<file path="src/sv/bounded_best_cost_list_macros.svh">
// Assertion macros shared by the bounded best-cost list RTL.
// Each macro expects signals named clk and rst_n in the including scope.
`ifndef BOUNDED_BEST_COST_LIST_MACROS_SVH
`define BOUNDED_BEST_COST_LIST_MACROS_SVH

// Same-cycle implication, disabled during reset.
`define BBCL_ASSERT_NOW(lbl, ante, cons) \
    lbl: assert property (@(posedge clk) disable iff (!rst_n) (ante) |-> (cons)) \
        else $error("bbcl same-cycle check failed");

// Next-cycle implication, disabled during reset.
`define BBCL_ASSERT_NEXT(lbl, ante, cons) \
    lbl: assert property (@(posedge clk) disable iff (!rst_n) (ante) |=> (cons)) \
        else $error("bbcl next-cycle check failed");

`endif

</file>
<file path="src/sv/bbcl_pkg.sv">
// Package for the bounded best-cost list: sizes, command codes and payload types.
// Used by bbcl_cell and bounded_best_cost_list; depends on nothing else.
package bbcl_pkg;

    localparam int LIST_DEPTH = 16;
    localparam int COST_W     = 24;
    localparam int STEP_W     = 16;
    localparam int TAG_W      = 16;
    localparam int RIDX_W     = 4;
    localparam int KCNT_W     = 5;
    localparam int CNT_W      = $clog2(LIST_DEPTH + 1);

    localparam logic [COST_W-1:0] COST_MAX = {COST_W{1'b1}};

    localparam logic CMD_ADD  = 1'b0;
    localparam logic CMD_READ = 1'b1;

    typedef struct packed {
        logic [COST_W-1:0] cost;
        logic [TAG_W-1:0]  tag;
    } entry_t;

    typedef struct packed {
        logic              cmd;
        logic [STEP_W-1:0] step_cost;
        logic              last_step;
        logic [TAG_W-1:0]  solution_tag;
        logic [RIDX_W-1:0] read_index;
    } in_t;

    typedef struct packed {
        logic              inserted;
        logic              dropped;
        logic [RIDX_W-1:0] insert_position;
        logic [COST_W-1:0] entry_cost;
        logic [TAG_W-1:0]  entry_tag;
        logic              entry_valid;
        logic [KCNT_W-1:0] kept_count;
    } out_t;

endpackage

</file>
<file path="src/sv/bbcl_cell.sv">
// One cell of the sorted list: holds one kept entry and compares it with a new total.
// Depends on bbcl_pkg for the entry type and widths.
module bbcl_cell
    import bbcl_pkg::*;
(
    input  logic              clk,
    input  logic              insert_en,
    input  logic              occupied,
    input  logic [COST_W-1:0] new_total,
    input  logic [TAG_W-1:0]  new_tag,
    input  logic              prev_stay,
    input  entry_t            prev_entry,
    output logic              stay,
    output entry_t            entry
);

    entry_t entry_reg;
    entry_t entry_next;

    assign stay  = occupied && (entry_reg.cost <= new_total);
    assign entry = entry_reg;

    always_comb
    begin
        entry_next = entry_reg;
        if (insert_en && !stay)
        begin
            if (prev_stay)
            begin
                entry_next.cost = new_total;
                entry_next.tag  = new_tag;
            end
            else
            begin
                entry_next = prev_entry;
            end
        end
    end

    always_ff @(posedge clk)
    begin
        entry_reg <= entry_next;
    end

endmodule

</file>
<file path="src/sv/bounded_best_cost_list.sv">
// Top level of the bounded best-cost list: running total, count, cell chain, output register.
// Depends on bbcl_pkg, bbcl_cell and bounded_best_cost_list_macros.svh.
//
// The block keeps up to LIST_DEPTH finished solutions sorted by ascending total cost in a
// row of cells that all compare against the new total and shift in the same cycle. A step,
// a finishing step with its insertion, or a read is taken whenever the output register is
// empty or being emptied, so one transaction enters per cycle while results are consumed.
// Results appear in the cycle after acceptance from a registered output; a step without
// last_step produces none. The running total saturates at the top of its 24-bit range.
`include "bounded_best_cost_list_macros.svh"

module bounded_best_cost_list
    import bbcl_pkg::*;
(
    input  logic clk,
    input  logic rst_n,
    input  logic in_valid,
    output logic in_ready,
    input  in_t  in_data,
    output logic out_valid,
    input  logic out_ready,
    output out_t out_data
);

    logic [COST_W-1:0] total_reg;
    logic [COST_W-1:0] total_next;
    logic [CNT_W-1:0]  count_reg;
    logic [CNT_W-1:0]  count_next;
    logic              out_valid_reg;
    logic              out_valid_next;
    out_t              out_reg;
    out_t              out_next;

    logic              accept;
    logic [COST_W:0]   sum_wide;
    logic [COST_W-1:0] sum_sat;
    logic              finish;
    logic              drop;
    logic              insert_en;
    logic [CNT_W-1:0]  pos;
    logic [31:0]       pos_wide;
    logic [31:0]       cnt_wide;
    logic [31:0]       ridx_wide;
    logic              read_hit;
    entry_t            read_entry;

    logic              occupied [LIST_DEPTH];
    logic              stay     [LIST_DEPTH];
    entry_t            cells    [LIST_DEPTH];

    assign in_ready  = !out_valid_reg || out_ready;
    assign accept    = in_valid && in_ready;
    assign out_valid = out_valid_reg;
    assign out_data  = out_reg;

    assign sum_wide = {1'b0, total_reg} + (COST_W + 1)'(in_data.step_cost);
    assign sum_sat  = sum_wide[COST_W] ? COST_MAX : sum_wide[COST_W-1:0];
    assign finish   = accept && (in_data.cmd == CMD_ADD) && in_data.last_step;

    genvar gi;
    generate
        for (gi = 0; gi < LIST_DEPTH; gi++)
        begin : g_cell
            assign occupied[gi] = CNT_W'(gi) < count_reg;
            if (gi == 0)
            begin : g_head
                bbcl_cell u_cell (
                    .clk        (clk),
                    .insert_en  (insert_en),
                    .occupied   (occupied[gi]),
                    .new_total  (sum_sat),
                    .new_tag    (in_data.solution_tag),
                    .prev_stay  (1'b1),
                    .prev_entry (cells[gi]),
                    .stay       (stay[gi]),
                    .entry      (cells[gi])
                );
            end
            else
            begin : g_body
                bbcl_cell u_cell (
                    .clk        (clk),
                    .insert_en  (insert_en),
                    .occupied   (occupied[gi]),
                    .new_total  (sum_sat),
                    .new_tag    (in_data.solution_tag),
                    .prev_stay  (stay[gi-1]),
                    .prev_entry (cells[gi-1]),
                    .stay       (stay[gi]),
                    .entry      (cells[gi])
                );
            end
        end
    endgenerate

    always_comb
    begin
        pos = count_reg;
        for (int i = LIST_DEPTH - 1; i >= 0; i--)
        begin
            if (occupied[i] && !stay[i])
            begin
                pos = CNT_W'(i);
            end
        end
    end

    assign drop      = (count_reg == CNT_W'(LIST_DEPTH)) && (pos == count_reg);
    assign insert_en = finish && !drop;
    assign pos_wide  = 32'(pos);

    assign ridx_wide = 32'(in_data.read_index);
    assign cnt_wide  = 32'(count_reg);
    assign read_hit  = ridx_wide < cnt_wide;

    always_comb
    begin
        read_entry = '0;
        for (int i = 0; i < LIST_DEPTH; i++)
        begin
            if (i < (1 << RIDX_W) && RIDX_W'(i) == in_data.read_index)
            begin
                read_entry = cells[i];
            end
        end
    end

    always_comb
    begin
        total_next     = total_reg;
        count_next     = count_reg;
        out_valid_next = out_valid_reg && !out_ready;
        out_next       = out_reg;
        if (accept)
        begin
            out_next = '0;
            if (in_data.cmd == CMD_READ)
            begin
                out_valid_next = 1'b1;
                if (read_hit)
                begin
                    out_next.entry_cost  = read_entry.cost;
                    out_next.entry_tag   = read_entry.tag;
                    out_next.entry_valid = 1'b1;
                end
                out_next.kept_count = cnt_wide[KCNT_W-1:0];
            end
            else if (!in_data.last_step)
            begin
                total_next = sum_sat;
                out_next   = out_reg;
            end
            else
            begin
                total_next     = '0;
                out_valid_next = 1'b1;
                if (drop)
                begin
                    out_next.dropped    = 1'b1;
                    out_next.kept_count = cnt_wide[KCNT_W-1:0];
                end
                else
                begin
                    out_next.inserted        = 1'b1;
                    out_next.insert_position = pos_wide[RIDX_W-1:0];
                    if (count_reg != CNT_W'(LIST_DEPTH))
                    begin
                        count_next          = count_reg + CNT_W'(1);
                        out_next.kept_count = KCNT_W'(cnt_wide + 32'd1);
                    end
                    else
                    begin
                        out_next.kept_count = cnt_wide[KCNT_W-1:0];
                    end
                end
            end
        end
    end

    always_ff @(posedge clk or negedge rst_n)
    begin
        if (!rst_n)
        begin
            total_reg     <= '0;
            count_reg     <= '0;
            out_valid_reg <= 1'b0;
        end
        else
        begin
            total_reg     <= total_next;
            count_reg     <= count_next;
            out_valid_reg <= out_valid_next;
        end
    end

    always_ff @(posedge clk)
    begin
        out_reg <= out_next;
    end

    `BBCL_ASSERT_NOW(a_ins_drop_excl, out_valid_reg, !(out_reg.inserted && out_reg.dropped))
    `BBCL_ASSERT_NOW(a_ins_no_entry, out_valid_reg && out_reg.inserted, !out_reg.entry_valid)
    `BBCL_ASSERT_NEXT(a_total_clear, finish, total_reg == '0)
    `BBCL_ASSERT_NEXT(a_drop_full, finish && drop, count_reg == CNT_W'(LIST_DEPTH))

    generate
        for (gi = 1; gi < LIST_DEPTH; gi++)
        begin : g_order_chk
            `BBCL_ASSERT_NOW(a_sorted, occupied[gi], cells[gi-1].cost <= cells[gi].cost)
        end
    endgenerate

endmodule
</file>
<file path="config.mk">
export PLATFORM = sky130hd
export DESIGN_NAME = bounded_best_cost_list
export DESIGN_NICKNAME = d
export VERILOG_FILES = /design/src/sv/bbcl_pkg.sv /design/src/sv/bbcl_cell.sv /design/src/sv/bounded_best_cost_list.sv
export VERILOG_INCLUDE_DIRS = /design/src /design/src/sv
export SDC_FILE = /design/constraint.sdc
export NUM_CORES = 2
export LEC_CHECK = 0
export ABC_CLOCK_PERIOD_IN_PS = 12400
export BUFFER_PORTS_ARGS = -buffer_cell sky130_fd_sc_hd__buf_2
export CAP_MARGIN = 20
export CELL_PAD_IN_SITES_DETAIL_PLACEMENT = 2
export CELL_PAD_IN_SITES_GLOBAL_PLACEMENT = 2
export CORE_UTILIZATION = 46
export DETAILED_ROUTE_END_ITERATION = 16
export GPL_TIMING_DRIVEN = 1
export PLACE_DENSITY = 0.89
export SLEW_MARGIN = 10
export SYNTH_ARGS = -nofsm -noshare
export SYNTH_HDL_FRONTEND = slang
export SYNTH_SLANG_ARGS = --single-unit
</file>
<file path="constraint.sdc">
create_clock -name clk -period 12.4 [get_ports clk]
set_clock_uncertainty 0.05 [all_clocks]
set_input_delay 1.24 -clock clk [delete_from_list [all_inputs] [get_ports clk]]
set_output_delay 1.24 -clock clk [all_outputs]
set_load 0.01 [all_outputs]
</file>
==> results.sh <==
export IMPL_status="finished clean"
export IMPL_grt_pass1_vias=45289
export IMPL_p_sw_frac=0.455
export IMPL_grt_total_usage=0.458
export IMPL_vias=42338
export IMPL_worst_slew_pin_slew_ps=1370
export IMPL_place_hpwl_mm=143
export IMPL_yosysUniqueCellTypes=93
export IMPL_syn_num_nets=4757
export IMPL_wl_per_cell_um=39.9
export IMPL_cp_start_kind="input port"
export IMPL_grt_first_pass_wirelength_mm=327
export IMPL_cts_sinks=722
export IMPL_place_inst=5516
export IMPL_r2r_start="total_reg[0]"
export IMPL_holdCritStartpoint="total_reg[3]"
export IMPL_cp_required_ps=12700
export IMPL_clkPwrFrac=0.233
export IMPL_rr_endpoint="g_cell[4].g_body.u_cell.entry[4]"
export IMPL_setup_ws_ps=3350
export IMPL_drt_iter0_markers=5403
export IMPL_hold_violations=0
export IMPL_sequentialPowerShare=0.295
export IMPL_whs_endpoint="total_reg[3]"
export IMPL_whs_ps=468
export IMPL_cts_tree="yes"
export IMPL_setup_tns_ps=0
export IMPL_instances_no_fill=5676
export IMPL_r2r_setup_slack_ps=3600
export IMPL_cts_root_buf="clkbuf_16"
export IMPL_avgSynthCellArea_sq_um=10.3
export IMPL_drcViolationCount=0
export IMPL_die_h_um=312
export IMPL_yosys_area_top_type="edfxtp_1"
export IMPL_clock_fmax_mhz=111
export IMPL_final_common_cell="edfxtp_1"
export IMPL_nFillCells=9557
export IMPL_drive_gt1_frac=0.132
export IMPL_slew_viol_final=0
export IMPL_vias_per_cell=7.46
export IMPL_hold_buffers=0
export IMPL_switchingPower_uw=5020
export IMPL_reg2reg_depth=24
export IMPL_cap_violations=0
export IMPL_port_buffers=95
export IMPL_drt_wl_total_mm=227
export IMPL_die_w_um=312
export IMPL_hold_depth=2
export IMPL_clk_pin_slew_worst_paths_ps=70
export IMPL_h_tree_depth=3
export IMPL_maxSlewHeadroom=0.0764
export IMPL_power_uw=11000
export IMPL_grt_max_degree=62
export IMPL_crit_path_start="in_data[21]"
export IMPL_worstPathMaxFanout=40
export IMPL_clock_latency_ps=710
export IMPL_power_density_nw_per_um2=224
export IMPL_gp_congestion=0.996
export IMPL_rows=113
export IMPL_hold_path_class="reg -> reg"
export IMPL_synthArstFlopShare=0.0416
export IMPL_ys_ff_latch=722
export IMPL_antenna_found_initial=23
export IMPL_synth_top_area_share=0.469
export IMPL_syn_inst=4309
export IMPL_p_int_uw=6000
export IMPL_p_leak_uw=0.0188
export IMPL_fin_crit_ps=9050
export IMPL_finalCritPeriodShare=0.730
export IMPL_rsz0062_at_grt="no"
export IMPL_overflow=0
export IMPL_numCtsBuffers=85
export IMPL_io_pins=96
export IMPL_worstSetupPathType="in -> reg"
export IMPL_p_comb_frac=0.472
export IMPL_start_util=0.465
export IMPL_yosysSeqAreaShare=0.486
export IMPL_crit_path_end_kind="flop"
export IMPL_syn2layout_area_growth_pct=11.0
export IMPL_cts_repair_timing_setup_buffer_count=0
export IMPL_cts_resized=0
export IMPL_nets=4790
export IMPL_synthTopCellsByArea="edfxtp_1 (47%), ha_1 (11%), nand2_1 (5.5%)"
export IMPL_placeableCoreArea_sq_um=95300
export IMPL_synth_ff_type="edfxtp_1"
export IMPL_arrival_ps=9340
export IMPL_drt_first_pass_iters=6
export IMPL_antenna_left=0
export IMPL_syn_area_sq_um=44300
export IMPL_ir_drop_mv=0.170
export IMPL_ys_warn_count=0
export IMPL_setup_violations=0
export IMPL_place_ws_ps=3220
export IMPL_final_cell_mix="edfxtp_1 (692), nand2_1 (646), ha_1 (405)"
export IMPL_cts_buffer_depth=3
export IMPL_synth_edf_count=692
export IMPL_largest_reg_flops=600
export IMPL_dieArea_sq_um=97700
area by class of cell:
type | count | area [sq um] | share of cell area
Timing Repair Buffer | 209 | 1340 | 0.0271
Antenna cell | 7 | 17.5 | 0.000356
Inverter | 111 | 417 | 0.00846
Multi-Input combinational cell | 3213 | 21700 | 0.442
Clock inverter | 42 | 327 | 0.00663
Tap cell | 1265 | 1580 | 0.0321
Clock buffer | 107 | 2280 | 0.0464
Sequential cell | 722 | 21500 | 0.437
power by group through the flow:
stage / Clock (uW) / Combinational (uW) / Sequential [uW]
after floorplan: 0 / 2810 / 3190
after global placement: 0 / 4110 / 3260
after detailed placement: 0 / 4580 / 3270
after CTS: 2540 / 4930 / 3240
after global routing: 2620 / 5360 / 3260
final: 2560 / 5200 / 3260
critical path, cell delays in order:
cell,delay [ps]
buf_2,100
ha_1,220
fa_1,420
a21o_1,210
a21oi_2,200
o21a_1,210
o211a_4,210
nor4b_4,60
or3_1,390
and2_2,250
buf_4,370
a21oi_4,740
and2_1,240
buf_4,350
ha_1,320
nand4_1,180
inv_1,70
a22oi_1,210
o211ai_1,170
o21ai_0,620
nand4_1,430
or4_4,700
nor2_4,850
nor3_2,110
buf_4,410
cells in the mapped netlist (10+ instances only):
cell and count:
edfxtp_1 692, nand2_1 649, ha_1 405, nor2_1 352, a21oi_1 346, o21ai_0 344, clkbuf_1 197, mux2_2 150
inv_1 108, nand3_1 87, nand4_1 75, a221oi_1 61, a22oi_1 58, a31oi_1 53, mux2i_1 53, a21o_1 52
buf_2 41, o21a_1 40, nor3_1 35, a222oi_1 32, dfrtp_1 30, a211oi_1 27, a2bb2oi_1 24, nand2b_1 19
nor2b_1 19, xnor2_1 19, o211ai_1 18, o311ai_0 18, nor4_1 17, o31ai_1 17, o21ai_1 16, o22ai_1 16
buf_1 15, a22o_1 13, and3_1 13, nor2_2 13, o21bai_1 12, and2_1 11, nor3_2 10, o221ai_1 10
or4_1 10
cells by family (layout without fill, tap and decap cells):
kind of cell | after synthesis | after routing | synth area share
buffers and inverters | 374 | 469 | 0.0342
adders and majority gates | 406 | 406 | 0.115
DFF | 722 | 722 | 0.486
muxes | 208 | 208 | 0.0521
AOI/OAI and AO/OA | 1227 | 1227 | 0.175
and+or+nand+nor | 1349 | 1349 | 0.134
xor gates and xnor gates | 23 | 23 | 0.00454
other | 0 | 7 | 0
routing by layer:
metal,wire [um],up-vias,global-route usage
met5,129,-,0.000967
met4,20200,18,0.339
met3,26400,1322,0.127
met2,103000,3597,0.723
met1,77300,21060,0.533
li1,-,16341,-
how the worst max path moves through the flow:
stage | endpoint
detailed placement | g_cell[4].g_body.u_cell.entry[4]
floorplan | g_cell[4].g_body.u_cell.entry[0]
global route | g_cell[4].g_body.u_cell.entry[27]
CTS | g_cell[4].g_body.u_cell.entry[27]
global placement | g_cell[4].g_body.u_cell.entry[4]
finish | g_cell[4].g_body.u_cell.entry[4]
stage by stage:
step | utilization | instance area [sq um]
after global placement | 0.489 | 46600
after global routing | 0.517 | 49200
after detailed placement | 0.489 | 46600
after CTS | 0.516 | 49200
after floorplan | - | 44300
final | 0.517 | 49200
No activity file was read; power rests on OpenSTA's default activity.
